`src/design/ttyld_pkg.sv`:
```
`default_nettype none

package ttyld_pkg;

   localparam int RING_DEPTH = 64;
   localparam int RING_AW    = (RING_DEPTH > 1) ? $clog2(RING_DEPTH) : 1;
   localparam int FILL_W     = $clog2(RING_DEPTH + 1);

   localparam logic [7:0] CH_SPACE = 8'h20;
   localparam logic [7:0] CH_TILDE = 8'h7E;
   localparam logic [7:0] CH_BS    = 8'h08;
   localparam logic [7:0] CH_NL    = 8'h0A;

   typedef enum logic [1:0] {
      FUNC_PUSH  = 2'd0,
      FUNC_OPEN  = 2'd1,
      FUNC_DRAIN = 2'd2,
      FUNC_SPARE = 2'd3
   } func_type;

   typedef enum logic [2:0] {
      KIND_STORE     = 3'd0,
      KIND_BACKSPACE = 3'd1,
      KIND_NEWLINE   = 3'd2,
      KIND_DONE      = 3'd3,
      KIND_ACCEPT    = 3'd4
   } kind_type;

   // one classified request: an optional leading response, then an optional
   // newline echo plus completion pair
   typedef struct packed {
      logic        has_first;
      kind_type    first_kind;
      logic [7:0]  first_char;
      logic [15:0] first_count;
      logic [7:0]  first_tag;
      logic        has_tail;
      logic [15:0] tail_count;
      logic [7:0]  tail_tag;
   } job_type;

endpackage

`default_nettype wire

```
`src/design/ttyld_front.sv`:
```
`default_nettype none

module ttyld_front
   import ttyld_pkg::*;
(
   input  wire logic        clock,
   input  wire logic        reset,
   input  wire logic        req_valid,
   output logic             req_ready,
   input  wire logic [1:0]  req_func,
   input  wire logic [7:0]  req_key_char,
   input  wire logic [15:0] req_request_count,
   input  wire logic [7:0]  req_requester,
   output logic             job_valid,
   output job_type          job,
   input  wire logic        job_ready
);

   logic [7:0]        ring_mem [RING_DEPTH];
   logic [RING_AW-1:0] head_ff, tail_ff;
   logic [FILL_W-1:0]  fill_ff;

   logic        s1_valid_ff;
   logic        s1_open_ff;
   logic [15:0] s1_count_ff;
   logic [7:0]  s1_tag_ff;
   logic [7:0]  s1_char_ff;

   logic [15:0] left_ff, left_in;
   logic [15:0] done_ff, done_in;
   logic [7:0]  pend_ff, pend_in;

   logic accept, do_push, do_pop, do_open, s1_advance, job_any;

   assign accept  = req_valid && req_ready;
   assign do_push = accept && (req_func == FUNC_PUSH) &&
                    (fill_ff != FILL_W'(RING_DEPTH));
   assign do_pop  = accept && (req_func == FUNC_DRAIN) && (fill_ff != '0);
   assign do_open = accept && (req_func == FUNC_OPEN);

   assign job_any    = job.has_first || job.has_tail;
   assign s1_advance = s1_valid_ff && (!job_any || job_ready);
   assign req_ready  = !s1_valid_ff || s1_advance;
   assign job_valid  = s1_valid_ff && job_any;

   // ring pointers and store
   always_ff @(posedge clock) begin
      if (reset) begin
         head_ff <= '0;
         tail_ff <= '0;
         fill_ff <= '0;
      end else begin
         if (do_push) begin
            head_ff <= (head_ff == RING_AW'(RING_DEPTH - 1)) ? '0 : head_ff + 1'b1;
            fill_ff <= fill_ff + 1'b1;
         end
         if (do_pop) begin
            tail_ff <= (tail_ff == RING_AW'(RING_DEPTH - 1)) ? '0 : tail_ff + 1'b1;
            fill_ff <= fill_ff - 1'b1;
         end
      end
   end

   always_ff @(posedge clock) begin
      if (do_push) begin
         ring_mem[head_ff] <= req_key_char;
      end
   end

   // classify stage register
   always_ff @(posedge clock) begin
      if (reset) begin
         s1_valid_ff <= 1'b0;
      end else if (req_ready) begin
         s1_valid_ff <= do_open || do_pop;
      end
   end

   always_ff @(posedge clock) begin
      if (accept) begin
         s1_open_ff  <= do_open;
         s1_count_ff <= req_request_count;
         s1_tag_ff   <= req_requester;
      end
      if (do_pop) begin
         s1_char_ff <= ring_mem[tail_ff];
      end
   end

   always_comb begin
      left_in = left_ff;
      done_in = done_ff;
      pend_in = pend_ff;
      job.has_first   = 1'b0;
      job.first_kind  = KIND_STORE;
      job.first_char  = 8'h00;
      job.first_count = 16'h0000;
      job.first_tag   = 8'h00;
      job.has_tail    = 1'b0;
      job.tail_count  = 16'h0000;
      job.tail_tag    = 8'h00;
      if (s1_open_ff) begin
         left_in = s1_count_ff;
         done_in = 16'h0000;
         pend_in = s1_tag_ff;
         job.has_first   = 1'b1;
         job.first_kind  = KIND_ACCEPT;
         job.first_count = s1_count_ff;
         job.first_tag   = s1_tag_ff;
      end else if (left_ff != 16'h0000) begin
         if (s1_char_ff >= CH_SPACE && s1_char_ff <= CH_TILDE) begin
            done_in = done_ff + 16'd1;
            left_in = left_ff - 16'd1;
            job.has_first   = 1'b1;
            job.first_kind  = KIND_STORE;
            job.first_char  = s1_char_ff;
            job.first_count = done_ff;
         end else if (s1_char_ff == CH_BS && done_ff != 16'h0000) begin
            done_in = done_ff - 16'd1;
            left_in = left_ff + 16'd1;
            job.has_first   = 1'b1;
            job.first_kind  = KIND_BACKSPACE;
            job.first_char  = CH_BS;
            job.first_count = done_ff - 16'd1;
         end
         if (s1_char_ff == CH_NL || left_in == 16'h0000) begin
            job.has_tail   = 1'b1;
            job.tail_count = done_in;
            job.tail_tag   = pend_ff;
            left_in        = 16'h0000;
         end
      end
   end

   always_ff @(posedge clock) begin
      if (reset) begin
         left_ff <= '0;
         done_ff <= '0;
         pend_ff <= '0;
      end else if (s1_advance) begin
         left_ff <= left_in;
         done_ff <= done_in;
         pend_ff <= pend_in;
      end
   end

endmodule

`default_nettype wire

```
`src/design/ttyld_queue.sv`:
```
`default_nettype none

module ttyld_queue
   import ttyld_pkg::*;
(
   input  wire logic    clock,
   input  wire logic    reset,
   input  wire logic    in_valid,
   output logic         in_ready,
   input  wire job_type in_job,
   output logic         out_valid,
   input  wire logic    out_ready,
   output job_type      out_job
);

   job_type    slot_mem [2];
   logic       wr_ptr_ff, rd_ptr_ff;
   logic [1:0] count_ff;
   logic       push, pop;

   assign in_ready  = (count_ff != 2'd2);
   assign out_valid = (count_ff != 2'd0);
   assign push      = in_valid && in_ready;
   assign pop       = out_valid && out_ready;
   assign out_job   = slot_mem[rd_ptr_ff];

   always_ff @(posedge clock) begin
      if (reset) begin
         wr_ptr_ff <= 1'b0;
         rd_ptr_ff <= 1'b0;
         count_ff  <= 2'd0;
      end else begin
         if (push) wr_ptr_ff <= ~wr_ptr_ff;
         if (pop)  rd_ptr_ff <= ~rd_ptr_ff;
         if (push && !pop)      count_ff <= count_ff + 2'd1;
         else if (pop && !push) count_ff <= count_ff - 2'd1;
      end
   end

   always_ff @(posedge clock) begin
      if (push) begin
         slot_mem[wr_ptr_ff] <= in_job;
      end
   end

endmodule

`default_nettype wire

```
`src/design/ttyld_back.sv`:
```
`default_nettype none

module ttyld_back
   import ttyld_pkg::*;
(
   input  wire logic    clock,
   input  wire logic    reset,
   input  wire logic    job_valid,
   output logic         job_pop,
   input  wire job_type job,
   output logic         rsp_valid,
   input  wire logic    rsp_ready,
   output logic [2:0]   rsp_kind,
   output logic [7:0]   rsp_out_char,
   output logic [15:0]  rsp_count,
   output logic [7:0]   rsp_out_requester,
   output logic         rsp_last
);

   typedef enum logic [1:0] {
      STEP_FIRST   = 2'd0,
      STEP_NEWLINE = 2'd1,
      STEP_DONE    = 2'd2
   } step_type;

   step_type    step_ff, cur_step, next_step;
   logic        rsp_valid_ff;
   kind_type    kind_ff, cur_kind;
   logic [7:0]  char_ff, cur_char;
   logic [15:0] count_ff, cur_count;
   logic [7:0]  tag_ff, cur_tag;
   logic        last_ff, cur_last;
   logic        load;

   assign load    = job_valid && (!rsp_valid_ff || rsp_ready);
   assign job_pop = load && cur_last;

   always_comb begin
      cur_step = step_ff;
      if (step_ff == STEP_FIRST && !job.has_first) cur_step = STEP_NEWLINE;
      unique case (cur_step)
         STEP_FIRST: begin
            cur_kind  = job.first_kind;
            cur_char  = job.first_char;
            cur_count = job.first_count;
            cur_tag   = job.first_tag;
            cur_last  = !job.has_tail;
            next_step = STEP_NEWLINE;
         end
         STEP_NEWLINE: begin
            cur_kind  = KIND_NEWLINE;
            cur_char  = CH_NL;
            cur_count = job.tail_count;
            cur_tag   = 8'h00;
            cur_last  = 1'b0;
            next_step = STEP_DONE;
         end
         default: begin
            cur_kind  = KIND_DONE;
            cur_char  = 8'h00;
            cur_count = job.tail_count;
            cur_tag   = job.tail_tag;
            cur_last  = 1'b1;
            next_step = STEP_FIRST;
         end
      endcase
   end

   always_ff @(posedge clock) begin
      if (reset) begin
         rsp_valid_ff <= 1'b0;
         step_ff      <= STEP_FIRST;
      end else begin
         if (load) begin
            rsp_valid_ff <= 1'b1;
            step_ff      <= cur_last ? STEP_FIRST : next_step;
         end else if (rsp_ready) begin
            rsp_valid_ff <= 1'b0;
         end
      end
      if (load) begin
         kind_ff  <= cur_kind;
         char_ff  <= cur_char;
         count_ff <= cur_count;
         tag_ff   <= cur_tag;
         last_ff  <= cur_last;
      end
   end

   assign rsp_valid         = rsp_valid_ff;
   assign rsp_kind          = kind_ff;
   assign rsp_out_char      = char_ff;
   assign rsp_count         = count_ff;
   assign rsp_out_requester = tag_ff;
   assign rsp_last          = last_ff;

endmodule

`default_nettype wire

```
`src/design/tty_line_input_discipline_core.sv`:
```
// Terminal input line discipline.
// Request channel (req_*): func 0 pushes req_key_char into a 64-byte ring
// (dropped when full), func 1 opens a read of req_request_count bytes for
// req_requester, func 2 drains one buffered byte. Code 3 is ignored.
// Response channel (rsp_*): echoes, read accepted and read complete records;
// rsp_last marks the final response of one request.
// A request's first response passes the classify register, then the job
// queue, then the output register. One request per cycle while req_ready is
// high; a request with n responses gives them in turn from the single output
// register draining the queue.
// Pushes and drains with no response retire in the front without queue space.
// Reset clears ring pointers, fill, open-read state, queue and output valid;
// ring contents are not cleared.
// When the receiver stalls, the output register holds, then the two-entry job
// queue fills, then the classify stage holds and req_ready drops.
`default_nettype none

module tty_line_input_discipline_core
   import ttyld_pkg::*;
(
   input  wire logic        clock,
   input  wire logic        reset,
   input  wire logic        req_valid,
   output logic             req_ready,
   input  wire logic [1:0]  req_func,
   input  wire logic [7:0]  req_key_char,
   input  wire logic [15:0] req_request_count,
   input  wire logic [7:0]  req_requester,
   output logic             rsp_valid,
   input  wire logic        rsp_ready,
   output logic [2:0]       rsp_kind,
   output logic [7:0]       rsp_out_char,
   output logic [15:0]      rsp_count,
   output logic [7:0]       rsp_out_requester,
   output logic             rsp_last
);

   logic    fq_valid, fq_ready, qb_valid, qb_pop;
   job_type fq_job, qb_job;

   ttyld_front u_front (
      .clock             (clock),
      .reset             (reset),
      .req_valid         (req_valid),
      .req_ready         (req_ready),
      .req_func          (req_func),
      .req_key_char      (req_key_char),
      .req_request_count (req_request_count),
      .req_requester     (req_requester),
      .job_valid         (fq_valid),
      .job               (fq_job),
      .job_ready         (fq_ready)
   );

   ttyld_queue u_queue (
      .clock     (clock),
      .reset     (reset),
      .in_valid  (fq_valid),
      .in_ready  (fq_ready),
      .in_job    (fq_job),
      .out_valid (qb_valid),
      .out_ready (qb_pop),
      .out_job   (qb_job)
   );

   ttyld_back u_back (
      .clock             (clock),
      .reset             (reset),
      .job_valid         (qb_valid),
      .job_pop           (qb_pop),
      .job               (qb_job),
      .rsp_valid         (rsp_valid),
      .rsp_ready         (rsp_ready),
      .rsp_kind          (rsp_kind),
      .rsp_out_char      (rsp_out_char),
      .rsp_count         (rsp_count),
      .rsp_out_requester (rsp_out_requester),
      .rsp_last          (rsp_last)
   );

endmodule

`default_nettype wire

```
`config.mk`:
```
export PLATFORM = sky130hd
export DESIGN_NAME = tty_line_input_discipline_core
export DESIGN_NICKNAME = d
export VERILOG_FILES = /design/src/design/ttyld_pkg.sv /design/src/design/ttyld_front.sv /design/src/design/ttyld_queue.sv /design/src/design/ttyld_back.sv /design/src/design/tty_line_input_discipline_core.sv
export SDC_FILE = /design/constraint.sdc
export NUM_CORES = 1
export LEC_CHECK = 0
export BUFFER_PORTS_ARGS = -buffer_cell sky130_fd_sc_hd__buf_2
export CAP_MARGIN = 20
export CORE_ASPECT_RATIO = 0.9
export CORE_MARGIN = 2
export CORE_UTILIZATION = 62
export CTS_BUF_LIST = sky130_fd_sc_hd__clkbuf_4 sky130_fd_sc_hd__clkbuf_8 sky130_fd_sc_hd__clkbuf_16
export CTS_CLUSTER_DIAMETER = 200
export CTS_CLUSTER_SIZE = 30
export DETAILED_ROUTE_END_ITERATION = 16
export PLACE_DENSITY = 0.81
export SYNTH_ARGS = -nofsm -noshare
export SYNTH_HDL_FRONTEND = slang
export SYNTH_SLANG_ARGS = --single-unit
```
`constraint.sdc`:
```
create_clock -name clock -period 6.8 [get_ports clock]
set_clock_uncertainty 0.2 [all_clocks]
set_input_delay 0.68 -clock clock [delete_from_list [all_inputs] [get_ports clock]]
set_output_delay 0.68 -clock clock [all_outputs]
set_load 0.03 [all_outputs]
```
==> flow_metrics.env, run 1 <==
export IMPL_critPathMaxFanout=21
export IMPL_critical_path_class="reg -> reg"
export IMPL_drv_cap=0
export IMPL_synth_enable_flop_cells=701
export IMPL_rsz0062_at_grt="no"
export IMPL_ant_nets=0
export IMPL_tightest_slew_ns=1.05
export IMPL_final_cell_mix="edfxtp_1 (701), mux4_2 (184), nor2_1 (171)"
export IMPL_num_vias=17000
export IMPL_relSlewSlack_pct=30.2
export IMPL_ys_seq_area_share_pct=70.4
export IMPL_synth_cells=1832
export IMPL_synth_top_area_share_pct=66.1
export IMPL_clk_pin_slew_ns=0.12
export IMPL_hpwlAfterDp_mm=44.8
export IMPL_grt_ovfl_total=0
export IMPL_routed_wl_mm=70.1
export IMPL_ios=76
export IMPL_finalSetupTns_ns=0
export IMPL_hold_depth=1
export IMPL_core_area_mm2=0.0506
export IMPL_hold_buffers=7
export IMPL_nNetsFinal=1921
export IMPL_min_to="u_front.s1_count_ff[12]$_DFFE_PP_"
export IMPL_post_route_util_pct=67.3
export IMPL_post_cts_buffers=0
export IMPL_fmax_mhz=167
export IMPL_fin_crit_ns=6.00
export IMPL_synth_area_leaders="edfxtp_1 (66%), mux4_2 (13%), dfxtp_1 (4.3%)"
export IMPL_grt_util_all_layers_pct=26.5
export IMPL_ys_types=96
export IMPL_yosysWarnings=0
export IMPL_reg2reg_from="u_front.done_ff[0]$_SDFFE_PP0P_"
export IMPL_status="finished clean"
export IMPL_cp_end_kind="flip-flop"
export IMPL_clk_insertion_delay_late_ns=0.65
export IMPL_grt_pass1_wl_mm=105
export IMPL_report_final_slew_viol_count=0
export IMPL_cts_tree="built"
export IMPL_clk_path_buf_depth=3
export IMPL_rows=78
export IMPL_final_hold_viol_count=0
export IMPL_total_power_uw=8200
export IMPL_dieArea_mm2=0.0532
export IMPL_grt_max_degree=67
export IMPL_initial_utilization_pct=63.0
export IMPL_avgSynthCellArea_um2=17.4
export IMPL_p_leak_uw=0.0106
export IMPL_ys_seq_elements=769
export IMPL_r2r_cells=11
export IMPL_cts_buffers=29
export IMPL_die_w_um=243
export IMPL_drt_iter0_markers=1931
export IMPL_wl_per_cell_um=27.3
export IMPL_cts_htree_levels=1
export IMPL_synth_ff_type="edfxtp_1"
export IMPL_portBuffers=75
export IMPL_gp_congestion=0.902
export IMPL_dr_pass1_iters=5
export IMPL_drc=0
export IMPL_required_ns=6.87
export IMPL_ctsRootBufferMaster="clkbuf_16"
export IMPL_synthArstFlopShare_pct=0
export IMPL_timing_final_crit_share_pct=88.2
export IMPL_start_kind="flip-flop"
export IMPL_die_y_um=219
export IMPL_synth_area_mm2=0.0318
export IMPL_vias_per_cell=6.61
export IMPL_grt_pass1_vias=16500
export IMPL_syn2layout_area_growth_pct=6.75
export IMPL_irDropWorstVdd_v=0.000279
export IMPL_antenna_cells=0
export IMPL_power_density_mw_per_mm2=241
export IMPL_yosysTopAreaCell="edfxtp_1"
export IMPL_final_common_cell="edfxtp_1"
export IMPL_cts_sinks=769
export IMPL_hp_start="req_request_count[12]"
export IMPL_drive_gt1_share_pct=21.4
export IMPL_setup_viol=0
export IMPL_hold_class="in -> reg"
export IMPL_r2r_slack_ns=0.80
export IMPL_antenna_found_initial=1
export IMPL_worstPathArrival_ns=6.07
export IMPL_regToRegEndpoint="u_front.ring_mem[35][3]$_DFFE_PP_"
export IMPL_cts_resized=0
-- stage by stage --
| step | hold WS [ns] | cell area (um2) | setup slack (ns) | instances |
|---|---|---|---|---|
| detailed placement | 0.285 | 32800 | 0.978 | 2499 |
| global route | 0.00243 | 34000 | 0.504 | 2572 |
| CTS | 0.000774 | 33800 | 0.948 | 2560 |
| global placement | 0.267 | 32800 | 1.04 | 2499 |
| floorplan | 0.255 | 31900 | 0.635 | 1833 |
| finish | 0.0278 | 34000 | 0.801 | 2572 |
-- report_power, final --
| part | switching (uW) | total, uW | internal, uW |
|---|---|---|---|
| registers | 53.1 | 5280 | 5230 |
| clock network | 1340 | 2270 | 923 |
| logic | 436 | 658 | 223 |
| total | 1830 | 8200 | 6370 |
-- metal layers --
metal | wire length, um | share of wire (%) | track usage [%] | vias to the layer above
met1 | 28100 | 40 | 38.5 | 8735
met5 | 13 | 0.019 | 0 | -
met3 | 5610 | 8.0 | 3.78 | 106
met4 | 2220 | 3.2 | 8.14 | 2
li1 | - | - | - | 7350
met2 | 34200 | 49 | 42.6 | 820
-- synth_stat cells (17+ instances only) --
cell type  count
edfxtp_1     701
mux4_2       184
nor2_1       171
nand2_1       92
dfxtp_1       68
clkbuf_1      65
o21ai_0       42
mux2i_1       41
a21oi_1       39
nor3_1        33
buf_1         27
and2_1        26
nand3_1       26
or3_1         20
nand4_1       18
inv_1         17
-- worst max-delay path, cell delays in order (launching register included) --
cell	delay, ns
dfxtp_1	0.37
inv_1	0.14
ha_1	0.23
nor4b_4	0.38
and4_1	0.58
or3_1	0.72
nand2_1	0.41
nor3_1	0.27
o211ai_1	0.17
nand2_2	0.39
nand4_1	0.84
nor2_1	0.91
-- cell families after synthesis --
family | Yosys count | share of synthesized area [%]
fa+ha+maj | 14 | 0.574
xor+xnor | 28 | 0.770
compound gates | 188 | 4.24
other cells | 1 | 0.0118
mux | 236 | 14.7
buf+inv | 127 | 1.69
flops | 769 | 70.4
simple gates | 469 | 7.65
-- state kept, by name, summed over array words and instances (netlist names), 16 cells and up, named ones only --
register / count
u_queue.slot_mem: 120
u_front.ring_mem: 512
u_front.s1_count_ff: 16
u_back.rsp_count: 16
u_front.left_ff: 16
u_front.done_ff: 16
-- final cells by class --
class / count / area, um2
sequential: 769 / 22400
fill: 3273 / 16600
multi-input combinational: 937 / 8910
clock buffer: 52 / 898
tap: 680 / 851
timing repair buffer: 113 / 801
inverter: 19 / 76.3
clock inverter: 2 / 36.3
-- worst max-delay path by stage --
stage	cells after the start	slack, ns	start	to
after detailed placement	18	0.98	u_front.done_ff[0]$_SDFFE_PP0P_	u_front.fill_ff[6]$_SDFFE_PP0P_
after global placement	18	1.04	u_front.done_ff[0]$_SDFFE_PP0P_	u_front.fill_ff[6]$_SDFFE_PP0P_
after CTS	18	0.95	u_front.done_ff[0]$_SDFFE_PP0P_	u_front.fill_ff[6]$_SDFFE_PP0P_
after global routing	18	0.50	u_front.done_ff[0]$_SDFFE_PP0P_	u_front.fill_ff[6]$_SDFFE_PP0P_
after floorplan	12	0.63	u_front.done_ff[0]$_SDFFE_PP0P_	u_queue.slot_mem[0][0]$_DFFE_PP_
final	11	0.80	u_front.done_ff[0]$_SDFFE_PP0P_	u_front.ring_mem[35][3]$_DFFE_PP_
No activity file was read; power rests on OpenSTA's default activity.
==> run 2, diff against run 1 <==
--- a/config.mk
+++ b/config.mk
@@ -9,12 +9,12 @@
 export CAP_MARGIN = 20
 export CORE_ASPECT_RATIO = 0.9
 export CORE_MARGIN = 2
-export CORE_UTILIZATION = 62
-export CTS_BUF_LIST = sky130_fd_sc_hd__clkbuf_4 sky130_fd_sc_hd__clkbuf_8 sky130_fd_sc_hd__clkbuf_16
+export CORE_UTILIZATION = 65
+export CTS_BUF_LIST = sky130_fd_sc_hd__clkbuf_8
 export CTS_CLUSTER_DIAMETER = 200
 export CTS_CLUSTER_SIZE = 30
 export DETAILED_ROUTE_END_ITERATION = 16
-export PLACE_DENSITY = 0.81
+export PLACE_DENSITY = 0.82
 export SYNTH_ARGS = -nofsm -noshare
 export SYNTH_HDL_FRONTEND = slang
 export SYNTH_SLANG_ARGS = --single-unit
==> flow_metrics.env, run 2 (synthesis results as in run 1) <==
export IMPL_report_final_slew_viol_count=0
export IMPL_antenna_cells=0
export IMPL_status="finished clean"
export IMPL_grt_ovfl_total=0
export IMPL_relSlewSlack_pct=34.1
export IMPL_grt_max_degree=72
export IMPL_stdcell_count=2531
export IMPL_min_to="u_front.s1_valid_ff$_SDFFE_PP0N_"
export IMPL_dieArea_mm2=0.0508
export IMPL_antenna_found_initial=0
export IMPL_internal_power_uw=5870
export IMPL_p_seq_share_pct=69.0
export IMPL_start_kind="flip-flop"
export IMPL_hpwlAfterDp_mm=44.8
export IMPL_register_area_mm2=0.0224
export IMPL_regToRegEndpoint="u_front.fill_ff[6]$_SDFFE_PP0P_"
export IMPL_required_ns=7.31
export IMPL_drv_cap=0
export IMPL_dr_pass1_iters=5
export IMPL_r2r_slack_ns=0.64
export IMPL_grt_pass1_wl_mm=105
export IMPL_finalSetupTns_ns=0
export IMPL_final_common_cell="edfxtp_1"
export IMPL_hold_depth=3
export IMPL_nFillCells=2996
export IMPL_nNetsFinal=1936
export IMPL_final_cell_mix="edfxtp_1 (701), mux4_2 (184), nor2_1 (171)"
export IMPL_cts_tree="built"
export IMPL_clkPwrFrac_pct=22.3
export IMPL_ctsRootBufferMaster="clkbuf_8"
export IMPL_fin_crit_ns=6.16
export IMPL_hold_class="in -> reg"
export IMPL_final_hold_viol_count=0
export IMPL_power_density_mw_per_mm2=227
export IMPL_timing_final_crit_share_pct=90.6
export IMPL_wl_per_cell_um=27.4
export IMPL_vias_per_cell=6.75
export IMPL_cts_buffers=29
export IMPL_clk_pin_slew_ns=0.20
export IMPL_largest_registers="u_front.ring_mem x512, u_queue.slot_mem x120"
export IMPL_drive_gt1_share_pct=20.1
export IMPL_portBuffers=75
export IMPL_core_area_mm2=0.0481
export IMPL_die_w_um=237
export IMPL_rows=76
export IMPL_power_switching_uw=1780
export IMPL_r2r_cells=18
export IMPL_cts_sinks=769
export IMPL_p_leak_uw=0.0106
export IMPL_clk_path_buf_depth=3
export IMPL_routed_wl_mm=69.3
export IMPL_num_vias=17100
export IMPL_reg2reg_from="u_front.done_ff[0]$_SDFFE_PP0P_"
export IMPL_drt_iter0_markers=2061
export IMPL_syn2layout_area_growth_pct=5.58
export IMPL_largest_reg_flops=512
export IMPL_cp_end_kind="flip-flop"
export IMPL_initial_utilization_pct=66.2
export IMPL_gp_congestion=0.940
export IMPL_clk_insertion_delay_late_ns=0.74
export IMPL_largest_register="u_front.ring_mem"
export IMPL_critical_path_class="reg -> reg"
export IMPL_share_comb_of_total_power_pct=8.7
export IMPL_ant_nets=0
export IMPL_irDropWorstVdd_v=0.000235
export IMPL_grt_pass1_vias=17000
export IMPL_sw_frac_of_total_pct=23.3
export IMPL_cts_htree_levels=1
export IMPL_die_y_um=214
export IMPL_dp_cells=2448
export IMPL_tightest_slew_ns=0.988
export IMPL_hp_start="req_valid"
export IMPL_grt_util_all_layers_pct=27.5
export IMPL_multi_input_area_mm2=0.00891
export IMPL_critPathMaxFanout=18
export IMPL_worstPathArrival_ns=6.67
export IMPL_setup_viol=0
export IMPL_ios=76
export IMPL_drc=0
export IMPL_rsz0062_at_grt="no"
export IMPL_fmax_mhz=162
[run 2: cell types whose count changed in the layout (fill, tap and decap cells not counted)]
cell / change
clkbuf_16: -29
clkbuf_8: +29
clkbuf_4: -23
inv_1: +23
dlygate4sd3_1: +13
buf_4: +4
buf_12: -2
inv_16: -1
inv_8: +1
[run 2: per-layer routing]
layer	global-route usage [%]	vias up	wire [um]
met1	38.4	8791	27000
met3	3.47	123	5030
met4	7.57	0	2060
met5	0	-	0
li1	-	7364	-
met2	46.7	804	35200
[run 2: worst max-delay path, cell delays in order (launching register included)]
cell	delay, ns
dfxtp_1	0.40
inv_1	0.14
ha_1	0.24
nor4b_4	0.39
and4_1	0.59
nor2_1	0.12
or3_1	0.39
a22oi_1	0.29
nand4_2	0.31
o21ai_1	0.41
nand2_1	0.54
fa_1	0.65
a21o_1	0.19
a21oi_1	0.23
o21bai_1	0.10
a21oi_1	0.16
mux2_2	0.36
a311oi_1	0.29
a31o_2	0.14
[run 2: worst max path at each step]
stage	startpoint	endpoint	slack, ns	depth (start not counted)
floorplan	u_front.done_ff[0]$_SDFFE_PP0P_	u_queue.slot_mem[0][0]$_DFFE_PP_	0.63	12
global placement	u_front.done_ff[0]$_SDFFE_PP0P_	u_front.fill_ff[6]$_SDFFE_PP0P_	0.90	18
detailed placement	u_front.done_ff[0]$_SDFFE_PP0P_	u_front.fill_ff[6]$_SDFFE_PP0P_	0.78	18
CTS	u_front.done_ff[0]$_SDFFE_PP0P_	u_front.fill_ff[6]$_SDFFE_PP0P_	0.75	18
global route	u_front.done_ff[0]$_SDFFE_PP0P_	u_front.fill_ff[6]$_SDFFE_PP0P_	0.23	18
finish	u_front.done_ff[0]$_SDFFE_PP0P_	u_front.fill_ff[6]$_SDFFE_PP0P_	0.64	18
[run 2: power groups by stage]
stage	Clock (uW)	Sequential [uW]	Combinational, uW
5_1_grt	1870	5280	710
3_5_place_dp	0	5380	647
3_3_place_gp	0	5380	633
4_1_cts	1740	5280	659
6_report	1700	5280	664
2_1_floorplan	0	5420	386
[run 2: layout make-up]
type | instances | area share [%]
Timing Repair Buffer | 128 | 2.74
Inverter | 19 | 0.227
Multi-Input combinational cell | 937 | 26.5
Clock inverter | 25 | 0.339
Sequential cell | 769 | 66.7
Tap cell | 624 | 2.32
Clock buffer | 29 | 1.19
[run 2: what timing repair did]
item,in CTS,in global routing
resized for setup,0,0
hold buffers,24,0
hold endpoints to repair,24,0
setup buffers,0,0
[run 2: stage by stage]
stage          utilization, %  area (um2)  hold slack, ns  setup WS [ns]  total power [uW]
6_report                 69.9       33600          0.0903          0.638              7640
5_1_grt                  69.9       33600          0.0844          0.226              7860
4_1_cts                  69.7       33500          0.0372          0.751              7670
3_5_place_dp             68.1       32800           0.280          0.777              6030
3_3_place_gp             68.1       32800           0.270          0.904              6010
2_1_floorplan               -       31900           0.255          0.635              5810
